File: config.mk
export PLATFORM = sky130hd
export DESIGN_NAME = tick_timer_list_core_flat
export DESIGN_NICKNAME = d
export VERILOG_FILES = /design/src/rtl/ttl_pkg.sv /design/src/rtl/ttl_chan_if.sv /design/src/rtl/ttl_ctrl.sv /design/src/rtl/ttl_dpath.sv /design/src/rtl/tick_timer_list_core.sv /design/src/flat_wrapper.sv
export SDC_FILE = /design/constraint.sdc
export NUM_CORES = 1
export LEC_CHECK = 0
export ABC_AREA = 0
export ABC_CLOCK_PERIOD_IN_PS = 4390
export BUFFER_PORTS_ARGS = -buffer_cell sky130_fd_sc_hd__buf_2
export CAP_MARGIN = 20
export CORE_AREA = 5 5 189 191
export CTS_CLUSTER_SIZE = 28
export DETAILED_ROUTE_END_ITERATION = 10
export DIE_AREA = 0 0 194 196
export PLACE_DENSITY = 0.69
export SKIP_CTS_REPAIR_TIMING = 1
export SYNTH_ARGS = -nofsm -noshare
export SYNTH_HDL_FRONTEND = slang
export SYNTH_SLANG_ARGS = --single-unit
export TNS_END_PERCENT = 30
File: constraint.sdc
create_clock -name clock -period 4.39 [get_ports clock]
set_input_delay 0.878 -clock clock [delete_from_list [all_inputs] [get_ports clock]]
set_output_delay 0.878 -clock clock [all_outputs]
set_load 0.005 [all_outputs]
File: src/rtl/ttl_pkg.sv
// ttl_pkg: shared types, widths and codes of the tick timer list
// used by the channel interfaces, the controller and the datapath
// no dependencies

package ttl_pkg;

   localparam int SLOTS_DEFAULT = 16;
   localparam int TAG_W         = 8;
   localparam int WAIT_W        = 16;

   localparam logic OP_PUSH = 1'b0;
   localparam logic OP_TICK = 1'b1;

   localparam logic KIND_EXPIRED  = 1'b0;
   localparam logic KIND_REJECTED = 1'b1;

   typedef struct packed {
      logic push_write;
      logic push_reject;
      logic walk_start;
      logic advance;
      logic issue;
      logic flush_pend;
      logic walk_end;
   } ttl_cmd_type;

   typedef struct packed {
      logic full;
      logic rd_more;
      logic s2_valid;
      logic s2_expire;
      logic pend_valid;
      logic out_free;
   } ttl_stat_type;

endpackage

File: src/rtl/ttl_chan_if.sv
// ttl_req_if and ttl_rsp_if: valid/ready channels of the tick timer list
// depends on ttl_pkg for the payload widths

interface ttl_req_if;
   import ttl_pkg::*;

   logic              valid;
   logic              ready;
   logic              opcode;
   logic [TAG_W-1:0]  tag;
   logic [WAIT_W-1:0] wait_ticks;

   modport source (output valid, output opcode, output tag, output wait_ticks, input ready);
   modport sink   (input valid, input opcode, input tag, input wait_ticks, output ready);
endinterface

interface ttl_rsp_if;
   import ttl_pkg::*;

   logic             valid;
   logic             ready;
   logic             kind;
   logic [TAG_W-1:0] tag_res;
   logic             last;

   modport source (output valid, output kind, output tag_res, output last, input ready);
   modport sink   (input valid, input kind, input tag_res, input last, output ready);
endinterface

File: src/rtl/ttl_ctrl.sv
// ttl_ctrl: state machine that sequences pushes and the tick walk
// depends on ttl_pkg for the command and status structs

module ttl_ctrl (
   input  logic                  clock,
   input  logic                  reset,
   input  logic                  req_fire,
   input  logic                  req_opcode,
   output logic                  req_ready,
   input  ttl_pkg::ttl_stat_type stat,
   output ttl_pkg::ttl_cmd_type  cmd
);
   import ttl_pkg::*;

   localparam logic [1:0] ST_IDLE  = 2'd0;
   localparam logic [1:0] ST_WALK  = 2'd1;
   localparam logic [1:0] ST_FLUSH = 2'd2;

   logic [1:0] state_ff;
   logic [1:0] state_in;

   always_comb begin
      state_in  = state_ff;
      req_ready = 1'b0;
      cmd       = '0;
      case (state_ff)
         ST_IDLE: begin
            req_ready = stat.out_free;
            if (req_fire) begin
               if (req_opcode == OP_TICK) begin
                  cmd.walk_start = 1'b1;
                  state_in       = ST_WALK;
               end else if (stat.full) begin
                  cmd.push_reject = 1'b1;
               end else begin
                  cmd.push_write = 1'b1;
               end
            end
         end
         ST_WALK: begin
            // hold the walk while an expiry has nowhere to go
            cmd.advance = !(stat.s2_valid && stat.s2_expire && stat.pend_valid
                            && !stat.out_free);
            cmd.issue   = cmd.advance && stat.rd_more;
            if (!stat.rd_more && !stat.s2_valid) begin
               state_in = ST_FLUSH;
            end
         end
         ST_FLUSH: begin
            if (!stat.pend_valid) begin
               cmd.walk_end = 1'b1;
               state_in     = ST_IDLE;
            end else if (stat.out_free) begin
               cmd.flush_pend = 1'b1;
               cmd.walk_end   = 1'b1;
               state_in       = ST_IDLE;
            end
         end
         default: begin
            state_in = ST_IDLE;
         end
      endcase
   end

   always_ff @(posedge clock) begin
      if (reset) begin
         state_ff <= ST_IDLE;
      end else begin
         state_ff <= state_in;
      end
   end

endmodule

File: src/rtl/ttl_dpath.sv
// ttl_dpath: entry memories, walk pointers, pending expiry and result register
// depends on ttl_pkg for widths, codes and the command and status structs

module ttl_dpath #(
   parameter int SLOTS = ttl_pkg::SLOTS_DEFAULT
) (
   input  logic                       clock,
   input  logic                       reset,
   input  ttl_pkg::ttl_cmd_type       cmd,
   output ttl_pkg::ttl_stat_type      stat,
   input  logic [ttl_pkg::TAG_W-1:0]  req_tag,
   input  logic [ttl_pkg::WAIT_W-1:0] req_wait_ticks,
   output logic                       out_valid,
   output logic                       out_kind,
   output logic [ttl_pkg::TAG_W-1:0]  out_tag,
   output logic                       out_last,
   input  logic                       out_ready
);
   import ttl_pkg::*;

   localparam int CW = $clog2(SLOTS + 1);
   localparam int AW = (SLOTS > 1) ? $clog2(SLOTS) : 1;

   logic [TAG_W-1:0]  mem_tag [SLOTS];
   logic [WAIT_W-1:0] mem_rem [SLOTS];

   logic [CW-1:0]     count_ff, count_in;
   logic [CW-1:0]     rd_ptr_ff, rd_ptr_in;
   logic [CW-1:0]     wr_ptr_ff, wr_ptr_in;
   logic              s2_valid_ff, s2_valid_in;
   logic [TAG_W-1:0]  rd_tag_ff;
   logic [WAIT_W-1:0] rd_rem_ff;
   logic              pend_valid_ff, pend_valid_in;
   logic [TAG_W-1:0]  pend_tag_ff, pend_tag_in;
   logic              out_valid_ff, out_valid_in;
   logic              out_kind_ff, out_kind_in;
   logic [TAG_W-1:0]  out_tag_ff, out_tag_in;
   logic              out_last_ff, out_last_in;

   logic              s2_expire;
   logic              keep;
   logic              drop;
   logic              wr_en;
   logic [AW-1:0]     wr_addr;
   logic [TAG_W-1:0]  wr_tag;
   logic [WAIT_W-1:0] wr_rem;

   assign s2_expire = (rd_rem_ff == '0);
   assign keep      = cmd.advance && s2_valid_ff && !s2_expire;
   assign drop      = cmd.advance && s2_valid_ff && s2_expire;

   assign stat.full       = (count_ff >= CW'(SLOTS));
   assign stat.rd_more    = (rd_ptr_ff < count_ff);
   assign stat.s2_valid   = s2_valid_ff;
   assign stat.s2_expire  = s2_expire;
   assign stat.pend_valid = pend_valid_ff;
   assign stat.out_free   = !out_valid_ff || out_ready;

   // survivors are compacted toward the head, behind the read pointer
   always_comb begin
      wr_en   = cmd.push_write || keep;
      wr_addr = cmd.push_write ? count_ff[AW-1:0] : wr_ptr_ff[AW-1:0];
      wr_tag  = cmd.push_write ? req_tag : rd_tag_ff;
      wr_rem  = cmd.push_write ? req_wait_ticks : rd_rem_ff - WAIT_W'(1);
   end

   always_ff @(posedge clock) begin
      if (wr_en) begin
         mem_tag[wr_addr] <= wr_tag;
         mem_rem[wr_addr] <= wr_rem;
      end
      if (cmd.issue) begin
         rd_tag_ff <= mem_tag[rd_ptr_ff[AW-1:0]];
         rd_rem_ff <= mem_rem[rd_ptr_ff[AW-1:0]];
      end
   end

   always_comb begin
      count_in      = count_ff;
      rd_ptr_in     = rd_ptr_ff;
      wr_ptr_in     = wr_ptr_ff;
      s2_valid_in   = s2_valid_ff;
      pend_valid_in = pend_valid_ff;
      pend_tag_in   = pend_tag_ff;
      out_valid_in  = out_valid_ff && !out_ready;
      out_kind_in   = out_kind_ff;
      out_tag_in    = out_tag_ff;
      out_last_in   = out_last_ff;

      if (cmd.push_write) begin
         count_in = count_ff + CW'(1);
      end
      if (cmd.walk_end) begin
         count_in = wr_ptr_ff;
      end

      if (cmd.walk_start) begin
         rd_ptr_in     = '0;
         wr_ptr_in     = '0;
         s2_valid_in   = 1'b0;
         pend_valid_in = 1'b0;
      end
      if (cmd.issue) begin
         rd_ptr_in = rd_ptr_ff + CW'(1);
      end
      if (cmd.advance) begin
         s2_valid_in = cmd.issue;
      end
      if (keep) begin
         wr_ptr_in = wr_ptr_ff + CW'(1);
      end

      // an expiry waits in pend until the next one shows it was not the last
      if (drop) begin
         pend_valid_in = 1'b1;
         pend_tag_in   = rd_tag_ff;
         if (pend_valid_ff) begin
            out_valid_in = 1'b1;
            out_kind_in  = KIND_EXPIRED;
            out_tag_in   = pend_tag_ff;
            out_last_in  = 1'b0;
         end
      end
      if (cmd.flush_pend) begin
         pend_valid_in = 1'b0;
         out_valid_in  = 1'b1;
         out_kind_in   = KIND_EXPIRED;
         out_tag_in    = pend_tag_ff;
         out_last_in   = 1'b1;
      end
      if (cmd.push_reject) begin
         out_valid_in = 1'b1;
         out_kind_in  = KIND_REJECTED;
         out_tag_in   = req_tag;
         out_last_in  = 1'b1;
      end
   end

   always_ff @(posedge clock) begin
      if (reset) begin
         count_ff      <= '0;
         rd_ptr_ff     <= '0;
         wr_ptr_ff     <= '0;
         s2_valid_ff   <= 1'b0;
         pend_valid_ff <= 1'b0;
         out_valid_ff  <= 1'b0;
      end else begin
         count_ff      <= count_in;
         rd_ptr_ff     <= rd_ptr_in;
         wr_ptr_ff     <= wr_ptr_in;
         s2_valid_ff   <= s2_valid_in;
         pend_valid_ff <= pend_valid_in;
         out_valid_ff  <= out_valid_in;
      end
   end

   always_ff @(posedge clock) begin
      pend_tag_ff <= pend_tag_in;
      out_kind_ff <= out_kind_in;
      out_tag_ff  <= out_tag_in;
      out_last_ff <= out_last_in;
   end

   assign out_valid = out_valid_ff;
   assign out_kind  = out_kind_ff;
   assign out_tag   = out_tag_ff;
   assign out_last  = out_last_ff;

endmodule

File: src/rtl/tick_timer_list_core.sv
// tick_timer_list_core: top level of the tick timer list
// depends on ttl_pkg, ttl_req_if, ttl_rsp_if, ttl_ctrl and ttl_dpath
//
// requests arrive on req_ch: opcode 0 pushes (tag, wait_ticks) onto the tail
// of the list, opcode 1 is one timer tick. results leave on rsp_ch with kind
// (0 expired, 1 push rejected), tag_res and last on the final result of a
// request. a push into a full list gives one reject result in the next
// cycle. a tick walks the live entries one per cycle, while rsp_ch does
// not hold the walk, through the single read port of the entry memory,
// and the next request is taken at the earliest when the last expiry is
// also shown. expiries come out in list order while the survivors are
// compacted in place. a request is taken only while the block is idle and
// its result register is free or being emptied. when rsp_ch stalls, one
// expiry waits in the result register and one in a holding register, the
// walk halts on the next expiry and resumes once the result register
// drains; nothing is dropped. reset empties the list and drops any result
// not yet taken; the entry memory itself is not cleared.

module tick_timer_list_core #(
   parameter int SLOTS = ttl_pkg::SLOTS_DEFAULT
) (
   input logic      clock,
   input logic      reset,
   ttl_req_if.sink   req_ch,
   ttl_rsp_if.source rsp_ch
);
   import ttl_pkg::*;

   ttl_cmd_type  cmd;
   ttl_stat_type stat;
   logic         req_ready;
   logic         req_fire;

   assign req_fire     = req_ch.valid && req_ready;
   assign req_ch.ready = req_ready;

   ttl_ctrl u_ctrl (
      .clock      (clock),
      .reset      (reset),
      .req_fire   (req_fire),
      .req_opcode (req_ch.opcode),
      .req_ready  (req_ready),
      .stat       (stat),
      .cmd        (cmd)
   );

   ttl_dpath #(
      .SLOTS (SLOTS)
   ) u_dpath (
      .clock          (clock),
      .reset          (reset),
      .cmd            (cmd),
      .stat           (stat),
      .req_tag        (req_ch.tag),
      .req_wait_ticks (req_ch.wait_ticks),
      .out_valid      (rsp_ch.valid),
      .out_kind       (rsp_ch.kind),
      .out_tag        (rsp_ch.tag_res),
      .out_last       (rsp_ch.last),
      .out_ready      (rsp_ch.ready)
   );

endmodule
File: src/flat_wrapper.sv
// flat-port wrapper written by rule: the top's interface ports become plain ports
module tick_timer_list_core_flat import ttl_pkg::*;
#(
   parameter int SLOTS = ttl_pkg::SLOTS_DEFAULT
)
  (clock, reset, req_ch_valid, req_ch_opcode, req_ch_tag, req_ch_wait_ticks, req_ch_ready, rsp_ch_valid, rsp_ch_kind, rsp_ch_tag_res, rsp_ch_last, rsp_ch_ready);
  ttl_req_if req_ch_i ();
  ttl_rsp_if rsp_ch_i ();
  input logic clock;
  input logic reset;
  input wire logic [$bits(req_ch_i.valid)-1:0] req_ch_valid;
  input wire logic [$bits(req_ch_i.opcode)-1:0] req_ch_opcode;
  input wire logic [$bits(req_ch_i.tag)-1:0] req_ch_tag;
  input wire logic [$bits(req_ch_i.wait_ticks)-1:0] req_ch_wait_ticks;
  output wire logic [$bits(req_ch_i.ready)-1:0] req_ch_ready;
  output wire logic [$bits(rsp_ch_i.valid)-1:0] rsp_ch_valid;
  output wire logic [$bits(rsp_ch_i.kind)-1:0] rsp_ch_kind;
  output wire logic [$bits(rsp_ch_i.tag_res)-1:0] rsp_ch_tag_res;
  output wire logic [$bits(rsp_ch_i.last)-1:0] rsp_ch_last;
  input wire logic [$bits(rsp_ch_i.ready)-1:0] rsp_ch_ready;
  assign req_ch_i.valid = req_ch_valid;
  assign req_ch_i.opcode = req_ch_opcode;
  assign req_ch_i.tag = req_ch_tag;
  assign req_ch_i.wait_ticks = req_ch_wait_ticks;
  assign req_ch_ready = req_ch_i.ready;
  assign rsp_ch_valid = rsp_ch_i.valid;
  assign rsp_ch_kind = rsp_ch_i.kind;
  assign rsp_ch_tag_res = rsp_ch_i.tag_res;
  assign rsp_ch_last = rsp_ch_i.last;
  assign rsp_ch_i.ready = rsp_ch_ready;
  tick_timer_list_core #(.SLOTS(SLOTS)) u_core (.clock(clock), .reset(reset), .req_ch(req_ch_i), .rsp_ch(rsp_ch_i));
endmodule
* Word-level counts from Yosys, hierarchy flattened *
Memory sizes are Yosys's and may differ from the RTL's. A register that Yosys moved wholly into a read port is not among the register bits.
Index checks and enable logic that the tools add are counted.

cells by class
  bitwise logic cells = 0
  shifts and indexed selects = 0
  $add $sub $neg = 4
  div/mod/pow operators = 0
  reductions and logical operators = 36
  multipliers = 0
  muxes and demuxes = 42
  eq/ne operators = 6
  $lt $le $gt $ge = 2

operator list
  operator                                                   number
  two-way mux 8 bit                                          5
  two-way mux 5 bit                                          5
  two-way mux 1 bit                                          18
  two-way mux 2 bit                                          9
  logical NOT 16 bit                                         1
  two-way mux 16 bit                                         1
  subtractor 16 x 1 -> 16 bit (second input constant)        1
  adder 5 x 1 -> 5 bit (second input constant)               3
  nonzero test 2 bit                                         7
  logical AND 1 bit                                          10
  logical NOT 1 bit                                          7
  two-way mux 3 bit                                          2
  one-hot mux 2 bit (3 select lines)                         1
  AND reduction 2 bit                                        3
  nonzero test 3 bit                                         2
  greater-or-equal comparator 5 bit (second input constant)  1
  < comparator 5 bit                                         1
  two-way mux 4 bit                                          1
  != test 2 bit (second input constant)                      2
  AND reduction 4 bit                                        1
  OR reduction 2 bit                                         2
  != test 3 bit (second input constant)                      1
  == test 2 x 1 -> 1 bit (second input constant)             1
  == test 2 bit (second input constant)                      1
  other kinds (3)                                            4

word-level totals
  register bits = 38
  memory bits (read-only) = 0
  memories = 2
  bits in latches = 0
  bits in writable memories = 384

memories
  memory                  depth  bits a word  rd ports  clocked after Yosys merged registers in  write ports  RTL line         text
  u_core.u_dpath.mem_rem  16     16           1         1                                        1            ttl_dpath.sv:25  logic [WAIT_W-1:0] mem_rem [SLOTS];
  u_core.u_dpath.mem_tag  16     8            1         1                                        1            ttl_dpath.sv:24  logic [TAG_W-1:0] mem_tag [SLOTS];

* Depth between registers and ports, before layout *
  word-level depth = 12
  gate-level depth with buffers = 8

* By module *
Synthesis repeated with hierarchy kept, for this count alone.

unflattened totals
  cells, all modules = 854
  area, all modules = 17,608.1 um^2

modules (own cells, without submodules)
  module                area each (um^2)  instances  cells an instance
  ttl_dpath             17,435.5          1          832
  ttl_ctrl              166.4             1          21
  tick_timer_list_core  6.3               1          1

* Worst setup path after synthesis *
No wires, ideal clock.

  path type = input-to-reg
  start = input port rsp_ch_ready
  end = memory u_core.u_dpath.mem_rem[8][0], enable pin
  slack = 1,194 ps
  stages on the path = 7
  required time = 3,985 ps
  data arrival time = 2,792 ps
  buffers on the path = 2
  library setup time = 405 ps
  cell sequence = nand2b_1 and4_1 clkbuf_1 buf_2 nor3_1 a31oi_1 nor2_1

on the way
  cells in the longest elaborated chain, start to end = 10
  elaborated cells between the ends (all ways) = 15
  classes of those cells = mux: 7; reduce/logical: 8

ends and longest elaborated chain
  what                                     RTL line            text
  start: declaration                       flat_wrapper.sv:20  input wire logic [$bits(rsp_ch_i.ready)-1:0] rsp_ch_ready;
  logical OR 1 bit (*)                     ttl_dpath.sv:57     assign stat.out_free = !out_valid_ff || out_ready;
  logical NOT 1 bit                        ttl_ctrl.sv:43      && !stat.out_free);
  logical AND 1 bit                        ttl_ctrl.sv:43
  logical NOT 1 bit                        ttl_ctrl.sv:42      cmd.advance = !(stat.s2_valid && stat.s2_expire && stat.pend_valid
  two-way mux 2 bit                        ttl_ctrl.sv:26      case (state_ff)
  logical AND 1 bit (2 in series)          ttl_dpath.sv:49     assign keep = cmd.advance && s2_valid_ff && !s2_expire;
  logical OR 1 bit                         ttl_dpath.sv:61     wr_en = cmd.push_write || keep;
  two-way mux 1 bit                        ttl_dpath.sv:68     if (wr_en) begin
  two-way mux 1 bit (not written as such)  ttl_dpath.sv:70     mem_rem[wr_addr] <= wr_rem;
  end: declaration                         ttl_dpath.sv:25

Mark *: on every way between the ends. The rest lies on a longest branch, timed or not.

* Final worst setup path *
  start = register u_core.u_dpath.rd_rem_ff[10], read port of u_core.u_dpath.mem_rem
  end = memory u_core.u_dpath.mem_rem[4][12], enable pin

on the way
  cells in the longest elaborated chain, start to end = 11
  elaborated cells between the ends (all ways) = 12
  classes of those cells = mux: 3; reduce/logical: 9

ends and longest elaborated chain
  what                                         RTL line         text
  start: declaration                           ttl_dpath.sv:32  logic [WAIT_W-1:0] rd_rem_ff;
  logical NOT 16 bit (*)                       ttl_dpath.sv:48  assign s2_expire = (rd_rem_ff == '0);
  logical AND 1 bit (2 in series)              ttl_ctrl.sv:42
  logical AND 1 bit                            ttl_ctrl.sv:43
  logical NOT 1 bit                            ttl_ctrl.sv:42
  two-way mux 2 bit                            ttl_ctrl.sv:26
  logical AND 1 bit                            ttl_dpath.sv:49
  logical AND 1 bit (*)                        ttl_dpath.sv:49
  logical OR 1 bit (*)                         ttl_dpath.sv:61
  two-way mux 1 bit (*)                        ttl_dpath.sv:68
  two-way mux 1 bit (not written as such) (*)  ttl_dpath.sv:70

Marked as above.

==> summary.txt <==
outcome: completed
Core Area: 33950 um^2
Layout Skew: 0.01558 ns
RSZ-0062 raised after global routing: false
setup TNS: 0 ns
Leak: 6.247 nW
sequential share of power: 0.536
drt first pass iters: 7
fmax: 307.2 MHz
dominant cell type by area after synthesis: edfxtp_1
Yosys top cell area share: 0.7205
vias after detailed routing: 8723
Clock Sinks: 446
P&R area growth vs syn: 14.66%
DPL Wire Length: 21.95 mm
endpoints failing setup: 0
sequential area share after synthesis: 0.7455
total power: 8.824 mW
final critical-path share of the clock period: 0.7415
area of the die: 38020 um^2
WL/cell: 25.31 um
commonest non-fill, non-tap cell in the layout: edfxtp_1
HP Start: u_core.u_dpath.rd_tag_ff[0]
Post-synth top flop: edfxtp_1
final hold vios: 0
Hold Path Class: flip-flop to flip-flop
Clock Pin Slew Worst Setup and Hold Paths: 0.06 ns
DR vias/cell: 6.008
cts bufs inserted: 46
switching portion of total power: 0.2005
Switch Pwr: 1.770 mW
P per Cell Area: 435.5 nW/um^2
crit path time final: 3.255 ns
GPL Wtd Cong: 0.8050
CTS tree: yes
Comb power frac: 0.033
Synth area leaders: edfxtp_1 (72%), mux4_2 (15%), dfxtp_1 (2.5%), nand2_1 (1.2%), nor2_1 (0.83%)
CP required: 4.66 ns
Reg2Reg Depth: 6
gr ovfl total: 0
Total GRT Usage: 0.1942
data arrival time of the critical path: 3.52 ns
top-level port count: 41
Initial Util: 0.5205
Slew Viols, Final: 0
CTS Root Cell: clkbuf_16
DR iter-0 viols: 790
Setup Crit Path Kind: flip-flop to flip-flop
EDFF count, synth: 424
pin count of the biggest net entering global routing: 47
crit path capture type: flip-flop
mean post-synth cell area: 20.17 um^2
maximum root-to-sink buffer count: 3
Total Wirelength: 36.75 mm
diode count: 0
Synth Instances: 876
layout cells sized above 1: 0.3079
hold path endpoint: u_core.u_dpath.pend_tag_ff[0]
Slew headroom: 0.3569
vias in the first global route: 8836
# rows: 68
# H-tree levels: 2
worst vdd ir: 302.5 uV
worst-path maximum fanout: 14
antenna-violating nets left: 0
# port buffers: 40
Layout Nets: 999
die width: 194 um
RR Startpoint: u_core.u_dpath.rd_rem_ff[10]
worst hold stages: 0
most frequent cells in the layout: edfxtp_1 (424), mux4_2 (120), nand2_1 (55), clkbuf_16 (46), buf_2 (40)
Cell variety after synth: 52
first-pass GRT wire length: 56.15 mm
Netlist Area Pre-Place: 17670 um^2
Async S/R FF share, synth: 0
max-cap violation count: 0
Int Pwr: 7.055 mW
power share of the clock group: 0.431
latest clock arrival within the worst-skew pair: 0.54 ns
Critical Path Start Type: flip-flop
antenna violations before repair: 0
Die Span Y: 196 um
r2r setup slk: 1.13 ns
worst-margin pin slew: 0.9601 ns
Syn. warnings: 0
drt drc: 0
Seq cells post-synth: 446
Crit Reg-Reg Endpoint: u_core.u_dpath.mem_rem[4][12]
post-synthesis net count: 914
[cell type report]
cell class / instances / area, um^2
Fill cell: 2393 / 13690
Multi-Input combinational cell: 379 / 4388
Sequential cell: 446 / 13180
Clock inverter: 27 / 290.3
Inverter: 9 / 33.78
Tap cell: 455 / 569.3
Clock buffer: 57 / 1192
Timing Repair Buffer: 79 / 605.6
[through the flow]
| stage | worst slack (ns) | utilization | hold WS (ns) | area [um^2] | instances |
|---|---|---|---|---|---|
| 3_5_place_dp | 0.7834 | 0.5521 | 0.4364 | 18740 | 1363 |
| 6_report | 1.135 | 0.5969 | 0.4551 | 20260 | 1452 |
| 4_1_cts | 1.124 | 0.5958 | 0.4527 | 20220 | 1447 |
| 2_1_floorplan | 1.194 | - | 0.4262 | 17670 | 876 |
| 3_3_place_gp | 0.8468 | 0.5519 | 0.4291 | 18730 | 1362 |
| 5_1_grt | 0.9701 | 0.5969 | 0.4641 | 20260 | 1452 |
[cell families (layout without fill, tap and decap cells)]
kind of cell | after synthesis | count (layout) | synth area share
AOI/OAI and AO/OA | 64 | 64 | 0.02407
xor gates and xnor gates | 13 | 13 | 0.006443
adders and majority gates | 9 | 9 | 0.006373
buffers and inverters | 51 | 172 | 0.01310
DFF | 446 | 446 | 0.7455
muxes | 128 | 128 | 0.1580
and+or+nand+nor | 165 | 165 | 0.04652
[sequential cells by signal, indices dropped and copies added, names as in the netlist]
signal and cells:
u_core.u_ctrl.state_ff 2, u_core.u_dpath.count_ff 5, u_core.u_dpath.mem_tag 128, u_core.u_dpath.pend_valid_ff 1, u_core.u_dpath.out_last 1, u_core.u_dpath.out_tag 8, u_core.u_dpath.out_valid 1, u_core.u_dpath.rd_rem_ff 16
u_core.u_dpath.s2_valid_ff 1, u_core.u_dpath.mem_rem 256, u_core.u_dpath.rd_ptr_ff 5, u_core.u_dpath.wr_ptr_ff 5, u_core.u_dpath.out_kind 1, u_core.u_dpath.pend_tag_ff 8, u_core.u_dpath.rd_tag_ff 8
[critical path: stages (launching register included)]
cell and delay (ns):
edfxtp_1 0.45, nor4_1 0.57, and4_1 0.58, nor4_1 0.12, a21oi_1 0.69, nor2_4 0.25, buf_4 0.32
[power by group through the flow]
stage	sequential, mW	clock [mW]	combinational [mW]
final	4.73	3.80	0.292
after detailed placement	4.82	0	0.291
after CTS	4.73	3.87	0.291
after floorplan	4.81	0	0.176
after global placement	4.82	0	0.285
after global routing	4.73	4.08	0.320
[Yosys cell counts, types with 2 or more instances]
| library cell | count |
|---|---|
| nor3_1 | 15 |
| nand2b_1 | 3 |
| mux2_2 | 8 |
| xnor2_1 | 7 |
| o21ai_1 | 3 |
| nor2b_1 | 3 |
| nand2_1 | 55 |
| dfxtp_1 | 22 |
| a31oi_1 | 10 |
| a32oi_2 | 2 |
| nand3_1 | 16 |
| nor4_1 | 3 |
| ha_1 | 9 |
| clkbuf_1 | 21 |
| o211ai_1 | 5 |
| xor2_1 | 6 |
| a21oi_1 | 17 |
| and4_1 | 2 |
| mux4_2 | 120 |
| or4_1 | 3 |
| or3_1 | 3 |
| o21ai_2 | 2 |
| nor2_1 | 39 |
| nor3b_1 | 6 |
| nand4_1 | 6 |
| a22oi_1 | 2 |
| buf_6 | 2 |
| inv_1 | 9 |
| o21ai_0 | 14 |
| edfxtp_1 | 424 |
| buf_2 | 17 |
| nor4_4 | 2 |
[how the worst max path moves through the flow]
stage | from | to | slack (ns) | cells past startpoint
after floorplan | rsp_ch_ready | u_core.u_dpath.mem_rem[8][0] | 1.19 | 7
after global placement | req_ch_valid | u_core.u_dpath.mem_rem[15][1] | 0.85 | 7
after detailed placement | req_ch_valid | u_core.u_dpath.mem_tag[15][6] | 0.78 | 7
after CTS | u_core.u_dpath.rd_rem_ff[10] | u_core.u_dpath.mem_tag[4][5] | 1.12 | 6
after global routing | u_core.u_dpath.rd_rem_ff[10] | u_core.u_dpath.mem_tag[4][5] | 0.97 | 6
final | u_core.u_dpath.rd_rem_ff[10] | u_core.u_dpath.mem_rem[4][12] | 1.13 | 6
[routing by layer]
metal | GRT usage | up-vias | share of wire | wire length [um]
met5 | 0 | - | 0 | 0
li1 | - | 3802 | - | -
met3 | 0.03366 | 63 | 0.066 | 2432
met4 | 0.04661 | 0 | 0.021 | 787
met2 | 0.3127 | 322 | 0.49 | 18030
met1 | 0.2835 | 4536 | 0.42 | 15510
No activity file was read; power rests on OpenSTA's default activity.
